$ cat src/sv/ssp_pkg.sv
// ----------------------------------------------------------------------------
// ssp_pkg
// Shared sizes, command codes and word types of the SELL-C-sigma SpMV block.
// ----------------------------------------------------------------------------
package ssp_pkg;

  localparam int unsigned LANES        = 8;
  localparam int unsigned VECTOR_DEPTH = 1024;

  localparam int unsigned LANE_W  = $clog2(LANES);
  localparam int unsigned VADDR_W = $clog2(VECTOR_DEPTH);
  localparam int unsigned CNT_W   = $clog2(LANES + 1);

  typedef enum logic [1:0] {
    CMD_STORE = 2'd0,
    CMD_ROW   = 2'd1,
    CMD_ELEM  = 2'd2,
    CMD_CLOSE = 2'd3
  } ssp_cmd_e;

  typedef struct packed {
    ssp_cmd_e           command;
    logic [15:0]        index;
    logic [15:0]        row_number;
    logic signed [31:0] value;
    logic [15:0]        column;
  } ssp_in_t;

  typedef struct packed {
    logic [15:0]        result_row;
    logic signed [63:0] sum;
    logic               last;
  } ssp_out_t;

  // Word handed from the multiply stage to the accumulate stage.
  typedef struct packed {
    logic               valid;
    ssp_cmd_e           cmd;
    logic [LANE_W-1:0]  lane;
    logic               ok;
    logic [15:0]        row;
    logic signed [63:0] prod;
  } ssp_prod_t;

endpackage

$ cat src/sv/ssp_accum.sv
// ----------------------------------------------------------------------------
// ssp_accum
// Per-lane saturating accumulators, lane rows and the result emitter.
// ----------------------------------------------------------------------------
module ssp_accum import ssp_pkg::*; (
  input  logic      clk_i,
  input  logic      rst_ni,
  input  ssp_prod_t prod_i,
  output logic      en_o,
  output logic      out_valid_o,
  input  logic      out_stall_i,
  output ssp_out_t  out_word_o
);

  logic signed [63:0] sums_q [LANES];
  logic [15:0]        rows_q [LANES];
  logic signed [63:0] sh_sum_q [LANES];
  logic [15:0]        sh_row_q [LANES];
  logic [CNT_W-1:0]   cnt_q, cnt_d;

  logic               out_take;
  logic               emit_free;
  logic               retire;
  logic               close_retire;
  logic signed [63:0] acc_a;
  logic signed [63:0] acc_s;
  logic signed [63:0] acc_sat;

  assign out_valid_o = (cnt_q != '0);
  assign out_take    = out_valid_o && !out_stall_i;
  assign emit_free   = (cnt_q == '0) || ((cnt_q == CNT_W'(1)) && out_take);

  // A close may only retire once the previous chunk has left the emitter.
  assign en_o = !(prod_i.valid && (prod_i.cmd == CMD_CLOSE) && !emit_free);

  assign retire       = en_o && prod_i.valid;
  assign close_retire = retire && (prod_i.cmd == CMD_CLOSE);

  assign acc_a = sums_q[prod_i.lane];
  assign acc_s = acc_a + prod_i.prod;

  // Overflow only when both operands share a sign that the sum lost.
  always_comb begin
    acc_sat = acc_s;
    if ((acc_a[63] == prod_i.prod[63]) && (acc_s[63] != acc_a[63])) begin
      acc_sat = acc_a[63] ? {1'b1, 63'd0} : {1'b0, {63{1'b1}}};
    end
  end

  always_ff @(posedge clk_i or negedge rst_ni) begin
    if (!rst_ni) begin
      for (int k = 0; k < LANES; k++) begin
        sums_q[k] <= '0;
      end
    end else if (retire) begin
      case (prod_i.cmd)
        CMD_ELEM:  sums_q[prod_i.lane] <= acc_sat;
        CMD_CLOSE: begin
          for (int k = 0; k < LANES; k++) begin
            sums_q[k] <= '0;
          end
        end
        default: ;
      endcase
    end
  end

  always_ff @(posedge clk_i) begin
    if (retire && (prod_i.cmd == CMD_ROW) && prod_i.ok) begin
      rows_q[prod_i.lane] <= prod_i.row;
    end
  end

  always_comb begin
    cnt_d = cnt_q;
    if (close_retire) begin
      cnt_d = CNT_W'(LANES);
    end else if (out_take) begin
      cnt_d = cnt_q - 1'b1;
    end
  end

  always_ff @(posedge clk_i or negedge rst_ni) begin
    if (!rst_ni) begin
      cnt_q <= '0;
    end else begin
      cnt_q <= cnt_d;
    end
  end

  // The emitter is a shift line: lane zero sits at the head.
  always_ff @(posedge clk_i) begin
    if (close_retire) begin
      for (int k = 0; k < LANES; k++) begin
        sh_sum_q[k] <= sums_q[k];
        sh_row_q[k] <= rows_q[k];
      end
    end else if (out_take) begin
      for (int k = 0; k < LANES - 1; k++) begin
        sh_sum_q[k] <= sh_sum_q[k+1];
        sh_row_q[k] <= sh_row_q[k+1];
      end
    end
  end

  assign out_word_o.result_row = sh_row_q[0];
  assign out_word_o.sum        = sh_sum_q[0];
  assign out_word_o.last       = (cnt_q == CNT_W'(1));

  ap_cnt_bound: assert property (@(posedge clk_i) disable iff (!rst_ni)
    cnt_q <= CNT_W'(LANES))
    else $error("emitter count beyond lane count");

  ap_close_loads: assert property (@(posedge clk_i) disable iff (!rst_ni)
    close_retire |=> (cnt_q == CNT_W'(LANES)) && (sums_q[0] == '0))
    else $error("close did not load the emitter and clear the sums");

  ap_stall_holds: assert property (@(posedge clk_i) disable iff (!rst_ni)
    (out_valid_o && out_stall_i && !close_retire) |=> $stable(cnt_q))
    else $error("emitter moved while the receiver stalled");

  ap_no_overrun: assert property (@(posedge clk_i) disable iff (!rst_ni)
    (close_retire && (cnt_q != '0)) |-> (cnt_q == CNT_W'(1)) && out_take)
    else $error("close overwrote a chunk still being emitted");

endmodule

$ cat config.mk
export PLATFORM = sky130hd
export DESIGN_NAME = ssp_accum
export DESIGN_NICKNAME = d
export VERILOG_FILES = /design/src/sv/ssp_pkg.sv /design/src/sv/ssp_accum.sv
export SDC_FILE = /design/constraint.sdc
export NUM_CORES = 2
export LEC_CHECK = 0
export ABC_AREA = 1
export ABC_CLOCK_PERIOD_IN_PS = 27400
export BUFFER_PORTS_ARGS = -buffer_cell sky130_fd_sc_hd__buf_2
export CAP_MARGIN = 20
export CORE_MARGIN = 2
export CORE_UTILIZATION = 30
export CTS_BUF_LIST = sky130_fd_sc_hd__clkbuf_2 sky130_fd_sc_hd__clkbuf_4 sky130_fd_sc_hd__clkbuf_8
export CTS_CLUSTER_SIZE = 14
export DETAILED_ROUTE_END_ITERATION = 7
export GPL_TIMING_DRIVEN = 0
export PLACE_DENSITY = 0.49
export SLEW_MARGIN = 20
export SYNTH_ARGS = -nofsm -noshare
export SYNTH_HDL_FRONTEND = slang
export SYNTH_SLANG_ARGS = --single-unit
$ cat constraint.sdc
create_clock -name clk_i -period 27.4 [get_ports clk_i]
set_input_delay 1.37 -clock clk_i [delete_from_list [all_inputs] [get_ports clk_i]]
set_output_delay 1.37 -clock clk_i [all_outputs]
set_load 0.01 [all_outputs]
Word level (Yosys, flattened, before mapping)
Memory sizes are Yosys's and may differ from the RTL's.
Cells that the tools add are included.
W data, S select, Z words.
{"block": "classes", "add_sub_neg": 2, "n_mul": 0, "div": 0, "order_cmp": 2, "eq_ne": 6, "shift": 0, "n_mux": 32, "bitwise": 15, "n_reduce_logical": 19}
{"cell": "$pmux W512 S2", "count": 1}
{"cell": "$mux W64", "count": 12}
{"cell": "$bwmux W512", "count": 1}
{"cell": "$bmux W64 S3", "count": 1}
{"cell": "$demux W64 S3", "count": 1}
{"cell": "$mux W16", "count": 7}
{"cell": "$add A64 B64 Y64", "count": 1}
{"cell": "$or A1 B1 Y1", "count": 14}
{"cell": "$logic_and A1 B1 Y1", "count": 10}
{"cell": "$mux W4", "count": 2}
{"cell": "$mux W1", "count": 7}
{"cell": "$eq A2 B2 Y1 const B", "count": 2}
{"cell": "$eq A4 B1 Y1 const B", "count": 1}
{"cell": "$ge A4 B4 Y1 const B", "count": 1}
{"cell": "$logic_not A4 Y1", "count": 1}
{"cell": "$lt A4 B1 Y1 const B", "count": 1}
{"cell": "$not A3 Y4", "count": 1}
{"cell": "$reduce_bool A2 Y1", "count": 2}
{"cell": "$reduce_bool A4 Y1", "count": 1}
{"cell": "$sub A4 B1 Y4 const B", "count": 1}
{"cell": "$logic_not A1 Y1", "count": 3}
{"cell": "$eq A2 B1 Y1 const B", "count": 1}
{"cell": "$reduce_and A2 Y1", "count": 1}
{"cell": "$eq A1 B1 Y1", "count": 1}
{"cell": "2 further kinds", "count": 2}
{"block": "totals", "register_bits": 516, "latch_bits": 0, "mem_bits_rw": 768, "mem_bits_ro": 0, "inputBits": 90, "out_inout_bits": 83, "wordCells": 88, "n_memories": 3}
{"name": "sh_sum_q", "depth": 8, "word_bits": 64, "read_ports": 8, "rd_clocked_by_memory_dff": 0, "write_ports": 8, "line_no": "ssp_accum.sv:17", "text": "logic signed [63:0] sh_sum_q [LANES];"}
{"name": "rows_q", "depth": 8, "word_bits": 16, "read_ports": 8, "rd_clocked_by_memory_dff": 0, "write_ports": 1, "line_no": "ssp_accum.sv:16", "text": "logic [15:0] rows_q [LANES];"}
{"name": "sh_row_q", "depth": 8, "word_bits": 16, "read_ports": 8, "rd_clocked_by_memory_dff": 0, "write_ports": 8, "line_no": "ssp_accum.sv:18", "text": "logic [15:0] sh_row_q [LANES];"}

Depth between registers and ports, before layout
{"block": "logic_depth", "ltp_word": 12, "depth_mapped": 26, "mapped_depth_nobuf": 23}

Worst setup path before layout
OpenSTA, ideal clock, no wires.
{"block": "synth_timing", "kind": "input -> register", "from": "in prod_i[84] (netlist bit)", "to": "mem sh_row_q[0][0] (enable)", "t_arrival_ps": 11235, "required_time_ps": 23448, "path_slack_ps": 12212, "cell_stages": 8, "path_buffers": 1, "cell_sequence": "nand2_1 -> inv_1 -> nand4_2 -> nand2_2 -> inv_2 -> nand2_2 -> clkbuf_1 -> nand2_1"}
{"item": "start: declaration", "line_no": "ssp_accum.sv:8", "text": "input ssp_prod_t prod_i,"}
{"item": "end: declaration", "line_no": "ssp_accum.sv:18"}

Worst setup path in the final report
{"block": "layout_timing", "from": "in prod_i[81] (netlist bit)", "to": "reg sums_q[104] (netlist bit)"}
{"block": "layout_via", "elab_chain_len": 10}
{"item": "$not A3 Y4 (implied by the code) *", "line_no": "ssp_accum.sv:39, ssp_accum.sv:57"}
{"item": "$bmux W64 S3", "line_no": "ssp_accum.sv:39", "text": "assign acc_a = sums_q[prod_i.lane];"}
{"item": "$mux W64 (implied by the code) (2 in a row)", "line_no": "ssp_accum.sv:39"}
{"item": "$add A64 B64 Y64", "line_no": "ssp_accum.sv:40", "text": "assign acc_s = acc_a + prod_i.prod;"}
{"item": "$ne A1 B1 Y1", "line_no": "ssp_accum.sv:45", "text": "if ((acc_a[63] == prod_i.prod[63]) && (acc_s[63] != acc_a[63])) begin"}
{"item": "$logic_and A1 B1 Y1", "line_no": "ssp_accum.sv:45"}
{"item": "$mux W64", "line_no": "ssp_accum.sv:45"}
{"item": "$bwmux W512 *", "line_no": "ssp_accum.sv:57", "text": "CMD_ELEM: sums_q[prod_i.lane] <= acc_sat;"}
{"item": "$pmux W512 S2 *", "line_no": "ssp_accum.sv:56", "text": "case (prod_i.cmd)"}
{"item": "end signal: indexed assignment", "line_no": "ssp_accum.sv:57"}
{"item": "end: declaration", "line_no": "ssp_accum.sv:15", "text": "logic signed [63:0] sums_q [LANES];"}
Mark *: on every way between the ends. The rest lies on a longest branch, timed or not. The select of a mux whose other input is x is not followed.
A chain may end at the register's enable or synchronous reset.

==> impl_metrics.csv <==
group,metric,value,unit
logic_synthesis,synthMuxAreaShare,0.0782,
global_route,grt_max_degree,88,
clock_network,cts.sinks,1284,
timing,setup_viol,0,
timing,slew_viol_final,0,
logic_synthesis,synthCells,5649,
worst_setup_path,crit_chain,"buf_2, inv_2, nand3_1, clkbuf_2, clkbuf_2, clkbuf_1, o2111ai_1, ha_1, a21oi_1, o21bai_1, a21oi_1, nand2_1, a21oi_2, nand2_2, nand2_2, buf_2, nand3_1, nand3_1, nand2_1",
worst_setup_path,criticalPathCategory,"in -> reg",
route,wl_per_cell,27.2,um
route,num_vias,45500,
power_and_ir_drop,peakVddDrop,0.0410,mV
run_status,outcome,"finished, final reports clean",
die,start_util,0.302,
worst_setup_path,cpPeakStageDelay,980,ps
global_route,grt_pass1_vias,43500,
global_route,antenna_found_initial,15,
global_route,track_usage,0.239,
die,die_y,447,um
route,viasPerCell,5.10,
power_and_ir_drop,p_leak,30.8,nW
hold_path,hp-class,"in -> async",
clock_network,cts_resized,0,
clock_network,cts_root_buffer,"clkbuf_8",
route,drt-initial-drc-count,5217,
power_and_ir_drop,p_per_area,77.6,mW/mm^2
worst_setup_path,endpoint_kind,"flop",
timing,relSlewSlack,0.158,
worst_setup_path,path_buf_inv,6,
worst_setup_path,cp.arrival,7880,ps
logic_synthesis,synth-simple-area-share,0.167,
placed_design,place.gp.congestion,0.953,
clock_network,clk_pin_slew,80,ps
final_layout,fin_nets,6248,
route,first_pass_iters,6,
placed_design,post-place-ws,19730,ps
worst_setup_path,cpMostUsedCell,"nand3_1",
clock_network,postCtsSetupRepairBufs,0,
clock_network,cts_tree,"yes",
worst_setup_path,rr_startpoint,"sums_q[232]",
timing,rsz0062_at_grt,"no",
clock_network,cts_buffers,219,
logic_synthesis,synth_edf_count,768,
die,die_width,447,um
logic_synthesis,syn-cell-area,0.0589,sq mm
timing,fin_crit,7050,ps
logic_synthesis,synth.avg_cell_area,10.4,sq um
logic_synthesis,synth-compound-area-share,0.0637,
logic_synthesis,ys_seq_area_frac,0.611,
logic_synthesis,async_flop_share,0.402,
global_route,overflow,0,
route,drc,0,
die,core,0.195,sq mm
logic_synthesis,synth_fp_nets,5806,
timing,worstMarginPinSlew,1260,ps
timing,whs,398,ps
clock_network,clock_path_buffers,3,
logic_synthesis,synth-adder-area-share,0.0144,
worst_setup_path,worstSetupStartpoint,"prod_i[81]",
run,maxCapViolCount,0,
die,ios,173,
final_layout,post_route_cells_drive_above_1_share,0.212,
route,totalWireLength,243,mm
logic_synthesis,synth_cell_types,43,
timing,finalCritPeriodShare,0.257,
timing,fin_skew,69.8,ps
logic_synthesis,synthFlopType,"edfxtp_1",
clock_network,h-tree-depth,4,
placed_design,hpwl,176,mm
die,die_area,0.200,sq mm
clock_network,ctsHoldBuffers,0,
timing,setup_ws,20350,ps
logic_synthesis,synth_seq_cells,1284,
global_route,grt_pass1_wl,336,mm
worst_setup_path,cp.required,28230,ps
timing,hold_viol,0,
timing,setup-tns-final,0,ps
worst_setup_path,cp-start-kind,"input port",
route,ant_nets,0,
worst_setup_path,path_delay_family,"buffers and inverters",
placed_design,postPlaceCellArea,0.0643,sq mm
logic_synthesis,synth-xor-area-share,0.00476,
die,core.rowCount,162,
final_layout,final_area,0.0692,sq mm
logic_synthesis,synth_top_family_by_area,"simple AND/OR/NAND/NOR gates",
clock_network,clock_latency,1000,ps
final_layout,areaGrowthSynthToFinish,17.6,%
timing,timing.fmax,142,MHz
logic_synthesis,ys_warn_count,0,
worst_setup_path,path_max_fanout,10,
worst_setup_path,cpMaxStageDelayCell,"clkbuf_1",
placed_design,portBuffers,172,
state kept, by name, summed over array words and instances, names as in the netlist:
signal and cells:
cnt_q 4, sums_q 512, rows_q 128, sh_row_q 128
sh_sum_q 512
cells by family after synthesis:
logic type / after synthesis
buffers and inverters: 819
XOR/XNOR: 32
multiplexers: 409
adder cells (fa/ha/maj): 67
AND/OR/NAND/NOR: 2409
flip-flops: 1284
AO/OA/AOI/OAI: 629
area by class of cell:
class | count | area [sq um]
diodes | 8 | 20.0
multi-input cells | 3546 | 19400
plain buffers | 344 | 1840
clock inverters | 60 | 571
flip-flops and latches | 1284 | 36000
fillers | 19800 | 126000
clock buffers | 358 | 4370
well taps | 2624 | 3280
inverters | 475 | 1780
repair buffers | 221 | 2000
worst paths after layout:
| kind | slack (ps) | depth (start not counted) | end |
|---|---|---|---|
| worst max-delay path | 20350 | 19 | sums_q[104] |
| worst max register to register | 22320 | 20 | sums_q[104] |
| worst min-delay path | 400 | 1 | sums_q[486] |
| worst min register to register | 410 | 0 | sh_row_q[0][121] |
| min in group clk_i | 410 | 0 | sh_row_q[0][121] |
| max in group asynchronous | 25100 | 4 | sums_q[327] |
where the power goes:
group	leakage, nW	switching, mW	total [mW]	internal, mW
registers	14.7	0.101	2.46	2.36
logic	13.4	0.644	0.964	0.320
clock network	2.65	0.865	1.94	1.07
cell usage after synthesis, types with 2 or more instances:
library cell     n  area (sq um)
nand2_1       1769          6640
edfxtp_1       768         23100
dfrtp_1        516         12900
inv_1          456          1710
mux2_2         389          4380
nand3_1        324          1620
nor2_1         180           676
o21ai_0        158           791
clkbuf_1       149           559
o21ai_1        138           691
a21oi_1        125           626
buf_4           90           676
buf_2           84           420
ha_1            66           826
a22oi_1         63           473
a221oi_1        58           508
nand4_1         51           319
nand2_2         45           282
o22ai_1         35           219
xnor2_1         31           272
o2111ai_1       22           193
mux2_1          20           225
buf_1           15          56.3
nor3_1          13          65.1
clkinv_1        11          41.3
o21bai_1        10          75.1
a22o_1           9          78.8
nand3_2          9          90.1
inv_2            8          30.0
o21ai_2          8          70.1
nand3b_1         7          52.6
buf_6            6          67.6
nor2_2           5          31.3
o2bb2ai_1        2          17.5
cell usage in the layout, fill, tap and decap left out, types with 125 or more instances in the layout:
cell	n
buf_2	268
o21ai_1	138
mux2_2	389
inv_1	456
clkbuf_8	269
a21oi_1	125
dfrtp_1	516
edfxtp_1	768
nor2_1	172
nand2_1	1768
o21ai_0	158
nand3_1	323
per-stage QoR:
stage	utilization	std cells	total power [mW]
global placement	0.323	8445	3.56
CTS	0.355	8912	5.39
global route	0.355	8916	5.56
detailed placement	0.330	8494	3.45
finish	0.355	8920	5.37
floorplan	-	5649	3.09
worst register-to-register path, cell delays in order, from the launching register on:
cell      delay, ps
dfrtp_1         380
inv_1            70
o22ai_1          80
a221oi_1        700
nand4_1         460
ha_1            520
nand2_1         110
nand2_1          70
nand2_1          60
nand2_1          70
nand2_1          70
nand2_1          90
clkinv_1         60
nand2_1          80
a21oi_2         460
nand2_2         160
nand2_2         100
buf_2           350
nand3_1         710
nand3_1         270
nand2_1          70
per-layer routing:
metal,GRT usage,vias to the layer above,part of all wire
met1,0.315,22800,0.41
met2,0.370,2202,0.45
met3,0.0482,534,0.082
li1,-,20000,-
met5,0,-,0.00027
met4,0.129,10,0.060
(Power assumes the default switching activity.)
